<file path="src/rtl/tvdfr_pkg.sv">
// Package for the TVD face reconstruction core: types, widths, mode codes and register indexes.
// Used by the core, front, queue and back modules; depends on nothing.
package tvdfr_pkg;
  localparam int VW = 32;
  localparam int FB = 16;
  localparam int MW = VW + 1;
  localparam int PW = 2 * MW;
  localparam int TW = 16;
  localparam int QDEPTH = 4;
  localparam int QAW = 2;

  localparam logic [0:0] REG_SCHEME_MODE = 1'b0;
  localparam logic [0:0] REG_TINY_MAGNITUDE = 1'b1;

  typedef enum logic [1:0] {
    MODE_TVD = 2'd0,
    MODE_UPWIND = 2'd1,
    MODE_CENTRAL = 2'd2,
    MODE_TVD_ALT = 2'd3
  } mode_t;

  typedef struct packed {
    logic signed [VW-1:0] vel;
    logic signed [VW-1:0] base;
    logic                 corr_on;
    logic                 sub;
    logic [MW-1:0]        nm;
    logic [MW-1:0]        dm;
  } job_t;
endpackage

</file>
<file path="src/rtl/tvdfr_queue.sv">
// Short queue between front and back parts of the reconstruction core.
// Depends on tvdfr_pkg.
module tvdfr_queue (
  input  logic            clk,
  input  logic            rst_n,
  input  logic            push,
  input  tvdfr_pkg::job_t push_data,
  output logic            almost_full,
  output logic            pop_valid,
  output tvdfr_pkg::job_t pop_data,
  input  logic            pop
);
  import tvdfr_pkg::*;

  job_t mem [QDEPTH];
  logic [QAW-1:0] wp_r, rp_r;
  logic [QAW:0] cnt_r, cnt_nxt;
  logic do_pop;

  assign do_pop = pop && cnt_r != '0;
  assign pop_valid = cnt_r != '0;
  assign pop_data = mem[rp_r];
  assign cnt_nxt = cnt_r + (QAW+1)'(push) - (QAW+1)'(do_pop);
  assign almost_full = cnt_r >= (QAW+1)'(QDEPTH - 2);

  always_ff @(posedge clk) begin
    if (!rst_n) begin
      wp_r <= '0;
      rp_r <= '0;
      cnt_r <= '0;
    end else begin
      if (push) wp_r <= wp_r + 1'b1;
      if (do_pop) rp_r <= rp_r + 1'b1;
      cnt_r <= cnt_nxt;
    end
    if (push) mem[wp_r] <= push_data;
  end
endmodule

</file>
<file path="config.mk">
export PLATFORM = sky130hd
export DESIGN_NAME = tvdfr_queue
export DESIGN_NICKNAME = d
export VERILOG_FILES = /design/src/rtl/tvdfr_pkg.sv /design/src/rtl/tvdfr_queue.sv
export SDC_FILE = /design/constraint.sdc
export NUM_CORES = 1
export LEC_CHECK = 0
export ABC_CLOCK_PERIOD_IN_PS = 3700
export CAP_MARGIN = 20
export CORE_MARGIN = 1.5
export CORE_UTILIZATION = 39
export CTS_CLUSTER_DIAMETER = 80
export DETAILED_ROUTE_END_ITERATION = 8
export DONT_BUFFER_PORTS = 1
export MAX_ROUTING_LAYER = met4
export PLACE_DENSITY = 0.52
export SLEW_MARGIN = 20
export SYNTH_ARGS = -nofsm -noshare
export SYNTH_HDL_FRONTEND = slang
export SYNTH_SLANG_ARGS = --single-unit
</file>
<file path="constraint.sdc">
create_clock -name clk -period 3.7 [get_ports clk]
set_clock_uncertainty 0.05 [all_clocks]
set_input_delay 0 -clock clk [delete_from_list [all_inputs] [get_ports clk]]
set_output_delay 0 -clock clk [all_outputs]
set_load 0.05 [all_outputs]
</file>
==> impl_metrics.csv <==
group,metric,value,unit
run_status,run_status,"completed",
hold_path,min_from,"push_data[130]",
timing,slew_headroom,44.3,%
clock_tree,cts_buffers,56,
clock_tree,cts_max_path_buffers,3,
global_route,grt_pass1_wl,56.4,mm
synthesis,synthTopCellsByArea,"edfxtp_1 81%, mux4_2 15%, dfxtp_1 0.92%",
route,wl,38.0,mm
pwr,finalPower,0.0163,W
critical_path,crit_arrival,2.60,ns
placement,dpl_worst_slack,1.46,ns
route,dr.first_iter.drc_count,462,
route,wire_per_inst,23.3,um
clock_tree,cts_sinks,537,
timing,fmaxAchievable,377,MHz
die,die_area,51400,um2
global_route,grt_start_max_net_pins,78,
die,dieWidth,227,um
global_route,grt_use_met2,24.4,%
synthesis,syn_inst,737,
critical_path,slowest_stage,"dfxtp_4",
die,ioPinCount,270,
global_route,globalRouteOverflowTotal,0,
global_route,grtUsageTotal,15.3,%
die,fp.coreArea,49200,um2
die,die_h,227,um
route,postRouteAntennaNets,0,
hold_path,hp-class,"input pin to register",
flow_run,cap_violations,0,
route,dr.pass1.iters,4,
placement,numPortBuffers,0,
layout,fill_cells,3949,
timing,setup_viol,0,
global_route,grt_pass1_vias,8904,
layout,nNetsFinal,1060,
die,placementRows,81,
critical_path,crit_chain,"buf_4 -> mux4_2",
clock_tree,clk_latency,0.60,ns
route,drc,0,
layout,final_cell_mix,"528 x edfxtp_1, 135 x dlygate4sd3_1, 132 x mux4_2",
synthesis,seq_area_frac_synth,82.2,%
layout,final_common_cell,"edfxtp_1",
placement,gp_congestion,0.747,
layout,instances_no_fill,1629,
timing,layout_setup_ws,1.05,ns
critical_path,path_max_fanout,48,
critical_path,endpoint_kind,"output pin",
placement,placed_cells,1387,
pwr,powerDensity,693,nW/um2
critical_path,critical_path.max_stage_delay,0.80,ns
global_route,grt_use_met1,19.0,%
clock_tree,cts_tree,"built",
clock_tree,path_clk_slew,0.06,ns
synthesis,synth_area_per_cell,26.5,um2
global_route,top_usage_layer,"met2",
layout,layout-drive-gt1-share,24.5,%
synthesis,yosys.cell_types.count,19,
clock_tree,cts-resized-gates,0,
route,via_per_inst,5.08,
synthesis,syn_nets,881,
timing,finalMaxSlewViolations,0,
timing,hold_viol_final,0,
layout,syn_to_final_growth,20.8,%
synthesis,netlist_area,19500,um2
synthesis,yosysWarnings,0,
critical_path,timing.rr.start,"wp_r[0]",
timing,fin_tns_setup,0,ns
synthesis,yosysTopAreaCellShare,81.3,%
route,vias,8270,
global_route,grt_antenna_before_repair,5,
die,start_util,39.7,%
placement,detailedPlacementHpwl,23.1,mm
layout,post-route-util,47.9,%
pwr,p_leak,7.34,nW
critical_path,start_kind,"register",
timing,tightestPinTransition,0.836,ns
synthesis,yosys.area.top_type,"edfxtp_1",
pwr,irDropWorstVdd,0.409,mV
critical_path,crit_required,3.65,ns
clock_tree,h-tree-depth,2,
timing,grt_setup_unrepaired,"no",
timing,period_share,71.7,%
synthesis,synth_seq_cells,537,
global_route,grt_util_met3,5.08,%
timing,min_period,2.65,ns
clock_tree,clockRootBuffer,"clkbuf_16",
critical_path,worst-setup-path-type,"register to output pin",
==> critical path, delay by kind of cell, from the launching register on <==
| family | cells | cell delay [ns] |
|---|---|---|
| buffers and inverters | 1 | 0.58 |
| DFF | 1 | 0.80 |
| muxes | 1 | 0.57 |
==> power breakdown <==
group,leakage [nW],switching (W),internal (W)
registers,4.93,0.000121,0.00701
logic,1.53,0.00269,0.00102
clock network,0.880,0.00223,0.00327
total,7.34,0.00505,0.0113
==> flip-flops by register name, indices dropped and copies added, names as in the netlist, named ones only <==
signal / flops
rp_r: 2
mem: 528
cnt_r: 3
wp_r: 2
==> per-layer routing <==
layer	up-vias	wire, um	part of all wire [%]
met2	258	19100	50
met4	0	632	1.7
met3	50	3080	8.1
met1	4406	15200	40
met5	-	0	0
li1	3556	-	-
==> path summary, 6_finish.rpt <==
kind | endpoint | slack (ns) | depth (start not counted)
min | mem[0][130] | 0.06 | 1
max | pop_data[79] | 1.05 | 2
min reg2reg | register | 0.44 | 2
max reg2reg | mem[3][61] | 1.48 | 3
==> logic make-up after synthesis <==
family                     count (synthesis)  synth area share (%)
DFF                                      537                  82.2
muxes                                    136                  15.4
buffers and inverters                     37                  1.19
and+or+nand+nor                           14                 0.417
adders and majority gates                  8                 0.551
AOI/OAI and AO/OA                          3                 0.128
xor gates and xnor gates                   2                0.0898
==> Yosys cell counts <==
master / n
and2_1: 7
buf_2: 15
buf_6: 10
clkbuf_1: 5
dfxtp_1: 9
edfxtp_1: 528
fa_1: 1
ha_1: 7
inv_1: 7
mux2i_1: 4
mux4_2: 132
nand2_1: 2
nand2b_1: 2
nand3_1: 1
nor2b_1: 2
o311ai_0: 1
o31a_1: 1
o31ai_1: 1
xor2_1: 2
==> stage by stage <==
| step | hold slack, ns | instance area, um2 |
|---|---|---|
| 4_1_cts | 0.0156 | 23500 |
| 6_report | 0.0559 | 23600 |
| 3_3_place_gp | 0.0491 | 20400 |
| 3_5_place_dp | 0.0490 | 20400 |
| 2_1_floorplan | 0.0489 | 19500 |
| 5_1_grt | 0.0497 | 23600 |
==> area by class of cell <==
class / instances / area, um2 / area share [%]
timing repair buffer: 151 / 1560 / 6.62
multi-input combinational: 163 / 3270 / 13.9
clock buffer: 66 / 1480 / 6.29
inverter: 7 / 26.3 / 0.111
tap: 664 / 831 / 3.53
clock inverter: 36 / 347 / 1.47
antenna: 5 / 12.5 / 0.0531
sequential: 537 / 16000 / 68.1
==> repair_timing <==
action                     in CTS  in global routing
hold endpoints to repair      653                  0
setup endpoints to repair       0                  0
buffers inserted                0                  0
hold buffers                  135                  0
Note: power is estimated with default switching activity, not from simulation.
