### src/rtl/tvdfr_pkg.sv
// Package for the TVD face reconstruction core: types, widths, mode codes and register indexes.
// Used by the core, front, queue and back modules; depends on nothing.
package tvdfr_pkg;
  localparam int VW = 32;
  localparam int FB = 16;
  localparam int MW = VW + 1;
  localparam int PW = 2 * MW;
  localparam int TW = 16;
  localparam int QDEPTH = 4;
  localparam int QAW = 2;

  localparam logic [0:0] REG_SCHEME_MODE = 1'b0;
  localparam logic [0:0] REG_TINY_MAGNITUDE = 1'b1;

  typedef enum logic [1:0] {
    MODE_TVD = 2'd0,
    MODE_UPWIND = 2'd1,
    MODE_CENTRAL = 2'd2,
    MODE_TVD_ALT = 2'd3
  } mode_t;

  typedef struct packed {
    logic signed [VW-1:0] vel;
    logic signed [VW-1:0] base;
    logic                 corr_on;
    logic                 sub;
    logic [MW-1:0]        nm;
    logic [MW-1:0]        dm;
  } job_t;
endpackage

### src/rtl/tvdfr_front.sv
// Front part: accepts one face per cycle while job_full is low, picks the mode path and forms the
// gradient magnitudes for the limiter. Depends on tvdfr_pkg.
module tvdfr_front (
  input  logic                        clk,
  input  logic                        rst_n,
  input  logic [1:0]                  mode,
  input  logic [tvdfr_pkg::TW-1:0]    tiny,
  input  logic                        in_valid,
  output logic                        in_stall,
  input  logic signed [tvdfr_pkg::VW-1:0] in_far_left,
  input  logic signed [tvdfr_pkg::VW-1:0] in_left_value,
  input  logic signed [tvdfr_pkg::VW-1:0] in_right_value,
  input  logic signed [tvdfr_pkg::VW-1:0] in_far_right,
  input  logic signed [tvdfr_pkg::VW-1:0] in_face_vel,
  input  logic                        in_far_left_valid,
  input  logic                        in_far_right_valid,
  output logic                        job_valid,
  output tvdfr_pkg::job_t             job,
  input  logic                        job_full
);
  import tvdfr_pkg::*;

  logic signed [MW-1:0] l, r, fl, fr, v, d, n;
  logic [MW-1:0] vm, dmag, nmag;
  logic vpos, vzero, outer_ok, same;
  logic [VW:0] csum;
  logic valid_r, valid_nxt;
  job_t job_r, job_nxt;

  assign in_stall = job_full;

  always_comb begin
    l = MW'(in_left_value);
    r = MW'(in_right_value);
    fl = MW'(in_far_left);
    fr = MW'(in_far_right);
    v = MW'(in_face_vel);
    vpos = !in_face_vel[VW-1];
    vm = vpos ? v : -v;
    vzero = vm < MW'(tiny);
    d = r - l;
    n = vpos ? (l - fl) : (fr - r);
    dmag = d[MW-1] ? -d : d;
    nmag = n[MW-1] ? -n : n;
    same = (d[MW-1] == n[MW-1]);
    outer_ok = vpos ? in_far_left_valid : in_far_right_valid;
    csum = {in_left_value[VW-1], in_left_value} + {in_right_value[VW-1], in_right_value};
    job_nxt.vel = in_face_vel;
    job_nxt.nm = nmag;
    job_nxt.dm = dmag;
    job_nxt.sub = d[MW-1];
    job_nxt.corr_on = 1'b0;
    job_nxt.base = vpos ? in_left_value : in_right_value;
    if (mode == MODE_CENTRAL) begin
      job_nxt.base = csum[VW:1];
    end else if (mode != MODE_UPWIND && !vzero && outer_ok) begin
      job_nxt.corr_on = same && nmag != '0 && dmag != '0 && !(dmag < MW'(tiny));
    end
    valid_nxt = in_valid && !job_full;
  end

  always_ff @(posedge clk) begin
    if (!rst_n) begin
      valid_r <= 1'b0;
    end else begin
      valid_r <= valid_nxt;
    end
    job_r <= job_nxt;
  end

  assign job_valid = valid_r;
  assign job = job_r;
endmodule

### config.mk
export PLATFORM = sky130hd
export DESIGN_NAME = tvdfr_front
export DESIGN_NICKNAME = d
export VERILOG_FILES = /design/src/rtl/tvdfr_pkg.sv /design/src/rtl/tvdfr_front.sv
export SDC_FILE = /design/constraint.sdc
export NUM_CORES = 1
export LEC_CHECK = 0
export BUFFER_PORTS_ARGS = -buffer_cell sky130_fd_sc_hd__buf_4
export CORE_MARGIN = 2
export CORE_UTILIZATION = 57
export CTS_CLUSTER_DIAMETER = 50
export DETAILED_ROUTE_END_ITERATION = 16
export GPL_TIMING_DRIVEN = 0
export PLACE_DENSITY = 0.83
export SLEW_MARGIN = 5
export SYNTH_ARGS = -nofsm -noshare
export SYNTH_HDL_FRONTEND = slang
export SYNTH_SLANG_ARGS = --single-unit
### constraint.sdc
create_clock -name clk -period 8.4 [get_ports clk]
set_clock_uncertainty 0.2 [all_clocks]
set_input_delay 2.52 -clock clk [delete_from_list [all_inputs] [get_ports clk]]
set_output_delay 2.52 -clock clk [all_outputs]
set_load 0.02 [all_outputs]
==> qor.yml <==
ios: 318
overflow: 0
via_per_inst: 6.25
first_pass_iters: 5
die_area_um2: 27300
max_slew_margin: 0.280
die_h_um: 165
pre_cts_ws_ps: -2620
grt_pass1_vias: 15663
die_w_um: 165
synth_area_leaders: "dfxtp_1, ha_1, xnor2_1"
fillers: 2173
critical-path-top-delay-family: "buffers and inverters"
syn-cell-area_um2: 14800
final_common_cell: "buf_4"
tightest_slew_ps: 1070
synth_edf_count: 0
timing.setup.tns_ps: 0
core_area_um2: 25800
critPathKind: "primary input to flip-flop"
pwr_density_cell_nw_per_um2: 181
met1_usage: 0.457
fin_crit_sh: 0.989
peakVddDrop_mv: 0.142
vias: 16735
min_period_ps: 8310
cts_root_buf: "clkbuf_16"
critPathSlowestCell: "nor4_1"
syn_nets: 2349
yosys.area.top_type: "dfxtp_1"
grt_pass1_wl_um: 81800
place_congestion: 1.01
grt_max_degree: 20
hold-worst-slack_ps: 1990
syn_avg_cell_area_um2: 7.42
drc: 0
finalWirelength_um: 54800
use_met3: 0.0587
max_cap_violations: 0
antenna_left: 0
synth_top_area_share: 0.179
seq_area_frac_synth: 0.179
max_clock_freq_mhz: 120
max_stage_delay_ps: 570
yosys_warnings: 0
timing.critical_path.buf_inv: 9
netlist_instances: 2000
status: "completed"
synth_cell_types: 90
crit_path_start_kind: "primary input"
synthArstFlopShare: 0
drt-wirelength-per-cell_um: 20.5
design_area_um2: 18200
cp_data_required_time_ps: 8580
rows: 59
most-common-layout-cells: "buf_4, inv_1, nand2_1"
cts_tree: "yes"
cts_buffers: 17
drt_iter0_markers: 1594
ys.flop_type: "dfxtp_1"
min_path_cells: 1
initial_core_util: 0.574
setup-violations-final: 0
report.final.slew_viol_count: 0
crit_chain: "buf_4, buf_2, clkbuf_2, buf_2, clkbuf_4, clkbuf_2, buf_2, clkbuf_2, clkbuf_1, o21ai_0, ha_1, a21boi_0, o21ai_0, nand2b_1, a21o_1, a21o_1, a21o_1, a21o_1, a21o_1, a21oi_1, o211ai_1, a31oi_1, nor4_1, o211a_1"
cp_num_cells: 24
cp_common_cell: "a21o_1"
hp-class: "primary input to flip-flop"
cts_hold_buffers: 0
clk_pin_slew_ps: 80
critPathCaptureType: "flip-flop"
gr-max-usage-layer: "met2"
grt_usage: 0.386
synthToLayoutAreaGrowth_pct: 22.9
total_leakage_power_nw: 8.42
dpl_cell_area_um2: 17600
nNetsFinal: 2676
fin_ws_ps: 93.0
drive_gt1_frac: 0.175
cts_buffer_depth: 2
port-buffer-count: 317
h-tree-depth: 4
synth_seq_cells: 133
antenna_found_initial: 2
hold_violations: 0
clkSinkCount: 133
gr-usage-met2: 0.646
arrival_ps: 8480
detailed_place_hpwl_um: 44600
crit_fanout: 19
rsz0062_at_grt: "no"
==> cells in the mapped netlist (8+ instances only) <==
| library cell | n |
|---|---|
| o21a_1 | 24 |
| and2_1 | 13 |
| a211oi_1 | 23 |
| mux2i_1 | 40 |
| and3_1 | 21 |
| dfxtp_1 | 133 |
| buf_1 | 8 |
| o31ai_1 | 19 |
| or3_1 | 18 |
| inv_1 | 182 |
| xnor2_1 | 123 |
| ha_1 | 161 |
| nor3_1 | 56 |
| or4_1 | 15 |
| nor2_1 | 150 |
| a41oi_1 | 8 |
| clkbuf_1 | 64 |
| nand2_1 | 167 |
| a31oi_1 | 31 |
| nor4_1 | 26 |
| a21o_1 | 40 |
| nor2b_1 | 18 |
| o21bai_1 | 20 |
| nand2b_1 | 28 |
| or2_2 | 9 |
| a21oi_1 | 148 |
| xor2_1 | 49 |
| nand4_1 | 23 |
| o21ai_0 | 132 |
| a311oi_1 | 9 |
| nand3_1 | 43 |
| mux2_2 | 9 |
| o211a_1 | 9 |
| o211ai_1 | 19 |
==> per-layer routing <==
metal,vias to the layer above,routed length [um]
li1,7885,-
met1,7736,21600
met2,894,25100
met3,220,4360
met4,0,3760
met5,-,0
==> what timing repair did <==
action / in CTS / in global routing
setup buffers: 0 / 1
pin swaps: 0 / 1
setup endpoints to repair: 11 / 1
gates resized for setup: 16 / 6
==> sequential cells by signal, summed over array words and instances (netlist names) <==
register,flops
job_valid,1
job,132
==> cell type report <==
cell class | instances | area (um^2) | area share
multi-input cells | 1606 | 11200 | 0.615
flip-flops and latches | 133 | 2660 | 0.146
repair buffers | 318 | 2390 | 0.131
inverters | 184 | 694 | 0.0381
clock buffers | 17 | 425 | 0.0233
well taps | 335 | 419 | 0.0230
plain buffers | 67 | 280 | 0.0154
clock inverters | 15 | 136 | 0.00748
diodes | 3 | 7.51 | 0.000412
==> kinds of logic (layout without fill, tap and decap cells) <==
group                    count (synthesis)  in the layout  synth area share
AO/OA/AOI/OAI                          586            586             0.263
XOR/XNOR                               172            172             0.102
adder cells (fa/ha/maj)                165            165             0.141
buffers and inverters                  261            601            0.0671
flip-flops                             133            133             0.179
multiplexers                            49             49            0.0338
other                                    0              3                 0
AND/OR/NAND/NOR                        634            634             0.214
==> worst paths after layout <==
path | from | to | slack [ps]
setup / recovery | in_face_vel[31] | job[67] | 90
hold / removal | in_face_vel[23] | job[123] | 1990
==> stage by stage <==
step	util	cells	power, mW
after floorplan	-	2000	1.91
after detailed placement	0.682	2652	2.51
after CTS	0.705	2681	3.27
after global placement	0.682	2652	2.48
after global routing	0.705	2677	3.47
final	0.705	2678	3.30
==> report_power, final <==
part           leakage (nW)  switching [mW]  internal, mW
sequential             1.12          0.0543         0.779
clock                 0.268           0.361         0.390
combinational          7.03            1.03         0.683
total                  8.42            1.45          1.85
(Power assumes the default switching activity.)
